<file path="config.mk">
export PLATFORM = sky130hd
export DESIGN_NAME = bounded_ordered_list_engine
export DESIGN_NICKNAME = d
export VERILOG_FILES = /design/src/sv/bole_pkg.sv /design/src/sv/bole_cell.sv /design/src/sv/bounded_ordered_list_engine.sv
export SDC_FILE = /design/constraint.sdc
export NUM_CORES = 2
export LEC_CHECK = 0
export BUFFER_PORTS_ARGS = -buffer_cell sky130_fd_sc_hd__buf_2
export CAP_MARGIN = 15
export CORE_ASPECT_RATIO = 0.6
export CORE_UTILIZATION = 55
export CTS_CLUSTER_DIAMETER = 40
export DETAILED_ROUTE_END_ITERATION = 6
export PLACE_DENSITY = 0.71
export SYNTH_ARGS = -nofsm -noshare
export SYNTH_HDL_FRONTEND = slang
export SYNTH_HIERARCHICAL = 1
export SYNTH_SLANG_ARGS = --single-unit
</file>
<file path="constraint.sdc">
create_clock -name i_clk -period 9.3 [get_ports i_clk]
set_input_delay 0.93 -clock i_clk [delete_from_list [all_inputs] [get_ports i_clk]]
set_output_delay 0.93 -clock i_clk [all_outputs]
set_load 0.02 [all_outputs]
</file>
<file path="src/sv/bole_pkg.sv">
`timescale 1ns / 1ps
// ----------------------------------------------------------------------------
// bole_pkg
// Shared types and codes for the bounded ordered list engine.
// ----------------------------------------------------------------------------
package bole_pkg;

    localparam int DEF_CAPACITY = 16;

    localparam int VALUE_W = 32;
    localparam int OP_W    = 2;
    localparam int POS_FW  = 4;
    localparam int STAT_W  = 2;
    localparam int CNT_FW  = 5;
    localparam int OUT_W   = 1 + POS_FW + STAT_W + CNT_FW;
    localparam int OUT_BYTES_W = ((OUT_W + 7) / 8) * 8;

    localparam logic [OP_W-1:0] OP_INS_HEAD = 2'd0;
    localparam logic [OP_W-1:0] OP_INS_TAIL = 2'd1;
    localparam logic [OP_W-1:0] OP_SEARCH   = 2'd2;
    localparam logic [OP_W-1:0] OP_DELETE   = 2'd3;

    localparam logic [STAT_W-1:0] STAT_OK        = 2'd0;
    localparam logic [STAT_W-1:0] STAT_FULL      = 2'd1;
    localparam logic [STAT_W-1:0] STAT_NOT_FOUND = 2'd2;
    localparam logic [STAT_W-1:0] STAT_EMPTY     = 2'd3;

    // Update command broadcast to every cell of the chain
    typedef struct packed {
        logic ins_head;
        logic ins_tail;
        logic del;
    } t_cell_ctrl;

endpackage

</file>
<file path="src/sv/bole_cell.sv">
`timescale 1ns / 1ps
// ----------------------------------------------------------------------------
// bole_cell
// One list slot: holds a value, compares it against the key, shifts toward
// the tail or head on head insert or delete; takes the key on tail insert.
// ----------------------------------------------------------------------------
module bole_cell
    import bole_pkg::*;
(
    input  logic               i_clk,
    input  logic               i_rst_n,
    input  logic               i_cmp_en,
    input  logic [VALUE_W-1:0] i_cmp_key,
    input  logic               i_apply,
    input  t_cell_ctrl         i_ctrl,
    input  logic [VALUE_W-1:0] i_key,
    input  logic               i_valid,
    input  logic               i_prev_valid,
    input  logic [VALUE_W-1:0] i_prev_value,
    input  logic [VALUE_W-1:0] i_next_value,
    input  logic               i_hit_in,
    output logic [VALUE_W-1:0] o_value,
    output logic               o_hit_out,
    output logic               o_first
);

    logic [VALUE_W-1:0] r_value;
    logic               r_hit;

    always_ff @(posedge i_clk) begin
        if (!i_rst_n) begin
            r_hit <= 1'b0;
        end else if (i_cmp_en) begin
            r_hit <= i_valid && (r_value == i_cmp_key);
        end
    end

    always_ff @(posedge i_clk) begin
        if (i_apply) begin
            priority if (i_ctrl.ins_head) begin
                r_value <= i_prev_value;
            end else if (i_ctrl.ins_tail && !i_valid && i_prev_valid) begin
                r_value <= i_key;
            end else if (i_ctrl.del && o_hit_out) begin
                // close the gap from the first match onward
                r_value <= i_next_value;
            end
        end
    end

    assign o_value   = r_value;
    assign o_hit_out = i_hit_in | r_hit;
    assign o_first   = r_hit & ~i_hit_in;

endmodule

</file>
<file path="src/sv/bounded_ordered_list_engine.sv">
`timescale 1ns / 1ps
// ----------------------------------------------------------------------------
// bounded_ordered_list_engine
// Ordered list of up to CAPACITY signed 32-bit values held in a chain of
// cells: insert at head or tail, search and delete of the first match.
// ----------------------------------------------------------------------------
// Channel   Direction  tdata (low bit first)                     tuser
// s_axis    in         value[31:0]                               op[1:0]
// m_axis    out        found, position[3:0], status[1:0],        -
//                      count[4:0], zero fill to 16 bits
//
// In each transaction the accept cycle registers the parallel compare in
// every cell, then the update state applies the shift and count update
// and loads the result register. The first-match search is a prefix chain
// across the cells. Input is taken again in the cycle after the update, even
// while a result waits; the update cycle holds while the result register is
// still full. Reset (synchronous, active low) empties the list.
// ----------------------------------------------------------------------------
module bounded_ordered_list_engine
    import bole_pkg::*;
#(
    parameter int CAPACITY = DEF_CAPACITY
)(
    input  logic                   i_clk,
    input  logic                   i_rst_n,
    input  logic                   s_axis_tvalid,
    output logic                   s_axis_tready,
    input  logic [VALUE_W-1:0]     s_axis_tdata,  // value[31:0]
    input  logic [OP_W-1:0]        s_axis_tuser,  // op[1:0]
    output logic                   m_axis_tvalid,
    input  logic                   m_axis_tready,
    output logic [OUT_BYTES_W-1:0] m_axis_tdata   // found, position, status, count
);

    localparam int POS_W = (CAPACITY > 1) ? $clog2(CAPACITY) : 1;
    localparam int CNT_W = $clog2(CAPACITY + 1);

    localparam logic ST_IDLE = 1'b0;
    localparam logic ST_UPD  = 1'b1;

    logic               r_state;
    logic [CNT_W-1:0]   r_count;
    logic [CNT_W-1:0]   n_count;
    logic [OP_W-1:0]    r_op;
    logic [VALUE_W-1:0] r_key;
    logic               r_out_valid;
    logic [OUT_W-1:0]   r_out_data;
    logic [OUT_W-1:0]   n_out_data;

    logic               w_accept;
    logic               w_go;
    logic               w_full;
    logic               w_empty;
    logic               w_found;
    logic               w_res_found;
    logic [POS_W-1:0]   w_pos;
    logic [POS_FW-1:0]  w_pos_f;
    logic [CNT_FW-1:0]  w_cnt_f;
    logic [STAT_W-1:0]  w_status;
    t_cell_ctrl         w_ctrl;

    logic [VALUE_W-1:0] w_val   [CAPACITY];
    logic [CAPACITY-1:0] w_valid;
    logic [CAPACITY-1:0] w_hit;
    logic [CAPACITY-1:0] w_first;

    assign s_axis_tready = (r_state == ST_IDLE);
    assign w_accept      = s_axis_tvalid && s_axis_tready;
    assign w_go          = (r_state == ST_UPD) && (!r_out_valid || m_axis_tready);

    assign w_full  = (r_count == CNT_W'(CAPACITY));
    assign w_empty = (r_count == '0);
    assign w_found = w_hit[CAPACITY-1];

    // report a match only for search and delete
    assign w_res_found = w_found && ((r_op == OP_SEARCH) || (r_op == OP_DELETE));

    always_comb begin
        for (int i = 0; i < CAPACITY; i++) begin
            w_valid[i] = (r_count > CNT_W'(i));
        end
    end

    always_comb begin
        w_pos = '0;
        for (int i = 0; i < CAPACITY; i++) begin
            if (w_first[i]) begin
                w_pos = w_pos | POS_W'(i);
            end
        end
    end

    always_comb begin
        w_ctrl.ins_head = (r_op == OP_INS_HEAD) && !w_full;
        w_ctrl.ins_tail = (r_op == OP_INS_TAIL) && !w_full;
        w_ctrl.del      = (r_op == OP_DELETE) && w_found;
    end

    always_comb begin
        n_count = r_count;
        unique case (r_op)
            OP_INS_HEAD, OP_INS_TAIL: begin
                if (w_full) begin
                    w_status = STAT_FULL;
                end else begin
                    w_status = STAT_OK;
                    n_count  = r_count + CNT_W'(1);
                end
            end
            OP_SEARCH, OP_DELETE: begin
                if (w_empty) begin
                    w_status = STAT_EMPTY;
                end else if (!w_found) begin
                    w_status = STAT_NOT_FOUND;
                end else begin
                    w_status = STAT_OK;
                    if (r_op == OP_DELETE) begin
                        n_count = r_count - CNT_W'(1);
                    end
                end
            end
            default: begin
                w_status = STAT_OK;
            end
        endcase
    end

    generate
        if (POS_W >= POS_FW) begin : g_pos_trunc
            assign w_pos_f = w_pos[POS_FW-1:0];
        end else begin : g_pos_ext
            assign w_pos_f = {{(POS_FW-POS_W){1'b0}}, w_pos};
        end
        if (CNT_W >= CNT_FW) begin : g_cnt_trunc
            assign w_cnt_f = n_count[CNT_FW-1:0];
        end else begin : g_cnt_ext
            assign w_cnt_f = {{(CNT_FW-CNT_W){1'b0}}, n_count};
        end
    endgenerate

    assign n_out_data = {w_cnt_f, w_status,
                         (w_res_found ? w_pos_f : {POS_FW{1'b0}}), w_res_found};

    always_ff @(posedge i_clk) begin
        if (!i_rst_n) begin
            r_state     <= ST_IDLE;
            r_count     <= '0;
            r_out_valid <= 1'b0;
        end else begin
            unique case (r_state)
                ST_IDLE: begin
                    if (w_accept) begin
                        r_state <= ST_UPD;
                    end
                end
                ST_UPD: begin
                    if (w_go) begin
                        r_state <= ST_IDLE;
                    end
                end
                default: begin
                    r_state <= ST_IDLE;
                end
            endcase
            if (w_go) begin
                r_count     <= n_count;
                r_out_valid <= 1'b1;
            end else if (m_axis_tready) begin
                r_out_valid <= 1'b0;
            end
        end
    end

    always_ff @(posedge i_clk) begin
        if (w_accept) begin
            r_op  <= s_axis_tuser;
            r_key <= s_axis_tdata;
        end
        if (w_go) begin
            r_out_data <= n_out_data;
        end
    end

    assign m_axis_tvalid = r_out_valid;
    assign m_axis_tdata  = {{(OUT_BYTES_W-OUT_W){1'b0}}, r_out_data};

    generate
        for (genvar g = 0; g < CAPACITY; g++) begin : g_cell
            logic [VALUE_W-1:0] w_prev_value;
            logic [VALUE_W-1:0] w_next_value;
            logic               w_prev_valid;
            logic               w_hit_in;

            if (g == 0) begin : g_head
                assign w_prev_value = r_key;
                assign w_prev_valid = 1'b1;
                assign w_hit_in     = 1'b0;
            end else begin : g_body
                assign w_prev_value = w_val[g-1];
                assign w_prev_valid = w_valid[g-1];
                assign w_hit_in     = w_hit[g-1];
            end
            if (g == CAPACITY - 1) begin : g_tail
                assign w_next_value = w_val[g];
            end else begin : g_mid
                assign w_next_value = w_val[g+1];
            end

            bole_cell u_cell (
                .i_clk        (i_clk),
                .i_rst_n      (i_rst_n),
                .i_cmp_en     (w_accept),
                .i_cmp_key    (s_axis_tdata),
                .i_apply      (w_go),
                .i_ctrl       (w_ctrl),
                .i_key        (r_key),
                .i_valid      (w_valid[g]),
                .i_prev_valid (w_prev_valid),
                .i_prev_value (w_prev_value),
                .i_next_value (w_next_value),
                .i_hit_in     (w_hit_in),
                .o_value      (w_val[g]),
                .o_hit_out    (w_hit[g]),
                .o_first      (w_first[g])
            );
        end
    endgenerate

    a_count_bound: assert property (@(posedge i_clk) disable iff (!i_rst_n)
        r_count <= CNT_W'(CAPACITY))
        else $error("list count above capacity");

    a_first_unique: assert property (@(posedge i_clk) disable iff (!i_rst_n)
        $onehot0(w_first))
        else $error("more than one first match");

    a_count_only_on_update: assert property (@(posedge i_clk) disable iff (!i_rst_n)
        !w_go |=> $stable(r_count))
        else $error("count changed outside the update cycle");

    a_found_implies_nonempty: assert property (@(posedge i_clk) disable iff (!i_rst_n)
        (r_state == ST_UPD) && w_found |-> !w_empty)
        else $error("match reported on empty list");

endmodule
</file>
==> reports/metrics.yaml <==
routing:
  drt_iter0_markers: 3235
  wl_per_cell_um: 24.18
  dr.pass1.iters: 7
  wl_mm: 99.08
  drc: 0
  routed_via_density: 6.376
  antenna_left: 0
  vias: 26122
sta:
  setup_ws_ps: 2343
  setup_violations: 0
  skew_ps: 25.36
  worst_pin_slew_ps: 1276
  tns_ps: 0
  rsz0062_at_grt: "no"
  maxSlewViolCount: 0
  period_needed_ps: 6957
  period_share: 0.7480
  hold_ws_ps: 482.7
  fmax_mhz: 143.7
  hold_viol_final: 0
  max_slew_margin: 0.1414
floorplanning:
  fp.dieW_um: 331.0
  pin_count: 56
  core_area_sq_um: 63430
  initial_utilization: 0.5630
  die_area_sq_um: 65990
  core.rowCount: 71
  die_y_um: 199.4
layout:
  multi_input_area_sq_um: 16860
  register_area_sq_um: 17220
  fillers: 5214
  fin_cells: 4097
  nets: 3246
  drive_gt1_frac: 0.06998
  diodes: 0
  design_area_sq_um: 37870
  area_growth_syn_to_layout_pct: 6.047
synth:
  synthCells: 3248
  avgSynthCellArea_sq_um: 11.00
  synthesis.area_sq_um: 35710
  ys.warnings.count: 6
pwr:
  powerDensity_nw_per_um2: 176.9
  ir_worst_vdd_mv: 0.1269
  power.leakage_nw: 15.60
worst_setup_path:
  crit_start: "g_cell[0].u_cell/r_hit"
  r2r-start: "g_cell[0].u_cell/r_hit"
  cp_slowest_stage_delay_ps: 580
  crit_chain: "or2_2, or2_2, or2_2, or2_2, or2_2, or2_2, or2_2, or2_2, or2_2, or2_2, or2_2, or2_2, or2_2, or2_2, or2_2, or2_2, and3_1, nand2_1, nand2_1, o21a_2"
  critPathLaunchType: "flip-flop"
  worst_path_max_delay_cell: "o21a_2"
  critPathRequiredTime_ps: 9510
  cpLargestDelayFamily: "simple AND/OR/NAND/NOR gates"
  cp_common_cell: "or2_2"
  path_class: "flip-flop to flip-flop"
  cp.buffers_inverters: 0
  cp-end-kind: "flip-flop"
  cp_max_fo: 32
  cp.arrival_ps: 7170
min_path:
  hold_start: "g_cell[4].u_cell/r_hit"
  min_path_type: "flip-flop to flip-flop"
placement:
  dp_cells: 3968
  dp_slack_ps: 2422
  routabilityCongestion: 0.8908
  dp.final_hpwl_mm: 68.60
  io_buffers: 51
  place_area_sq_um: 35550
cts:
  cts.root.buffer_cell: "clkbuf_16"
  cts_hold_buf: 0
  clkSlewWorstSetupHoldPaths_ps: 60
  postCtsSetupRepairBufs: 0
  clock-sinks: 581
  cts_buffer_depth: 3
  cts_resized: 0
  cts_inserted_buffers: 69
  cts_tree: "built"
  htree_levels: 3
  clkLatencyLatePin_ps: 620
global_routing:
  grtUsageTotal: 0.3013
  grt_pass1_vias: 25529
  antenna_found_initial: 1
  grt_pass1_wl_mm: 152.7
  grt_overflow_total: 0
  grt_start_max_net_pins: 261
run_status:
  status: "finished clean"
flow_run:
  max_cap_viol_count: 0
[tightest hold or removal path, cell delays in order, from the launching register on]
cell and delay, ps:
dfxtp_1 310, nand3b_1 80, nand2_1 50
[registers in the layout, summed over array words and instances, names as in the netlist]
signal                 count
r_count                    5
g_cell.w_prev_value       32
m_axis_tvalid              1
r_op                       2
r_state                    1
r_out_data                12
g_cell.u_cell/r_hit       16
g_cell.u_cell/o_value    512
[stage by stage]
step | total power, W | utilization
finish | 0.006701 | 0.5971
global route | 0.006908 | 0.5971
CTS | 0.006722 | 0.5969
detailed placement | 0.003936 | 0.5605
global placement | 0.003911 | 0.5603
floorplan | 0.003697 | -
[final timing paths]
kind | to | slack (ps) | cells past startpoint
max | g_cell[0].u_cell/o_value[19] | 2340 | 20
min | g_cell[4].u_cell/r_hit | 480 | 2
max reg2reg | g_cell[0].u_cell/o_value[19] | 2340 | 20
min reg2reg | g_cell[4].u_cell/r_hit | 480 | 2
[final cells by class]
| type | count | area share |
|---|---|---|
| inverters | 10 | 0.0009911 |
| clock inverters | 44 | 0.01239 |
| multi-input cells | 2474 | 0.4452 |
| clock buffers | 83 | 0.04863 |
| flip-flops and latches | 581 | 0.4546 |
| well taps | 839 | 0.02772 |
| repair buffers | 66 | 0.01044 |
[cells in the final DEF (no fill, tap or decap), types with 7 or more instances in the layout]
master and instances:
inv_6 10, nor4_1 39, buf_2 55, inv_1 9
clkbuf_16 71, buf_4 8, nand4_1 129, or2_2 16
o21a_2 16, nor2_1 10, bufinv_16 7, clkinv_2 7
nand2_1 576, nand3b_4 16, nor3_1 19, clkinvlp_4 7
edfxtp_1 558, o21ai_1 465, mux2i_1 513, nand3_1 18
clkbuf_1 10, xor2_1 48, nand3b_1 16, clkinv_1 8
o21ai_0 63, xnor2_1 465, dfxtp_1 23, a21oi_1 12
nor2b_1 16
[routing by layer]
metal,vias to the layer above,wire [um],part of all wire,global-route usage
met2,1318,41080,0.41,0.4299
met4,2,1484,0.015,0.06524
met5,-,9,0.000091,0
met3,131,10830,0.11,0.07137
li1,11661,-,-,-
met1,13010,45680,0.46,0.4607
[where the power goes]
part	internal, W	leakage, nW	switching [W]
clock network	0.00163	1.11	0.00117
registers	0.00301	5.30	0.000136
logic	0.000283	9.18	0.000473
Power figures use the tool's default switching activity.
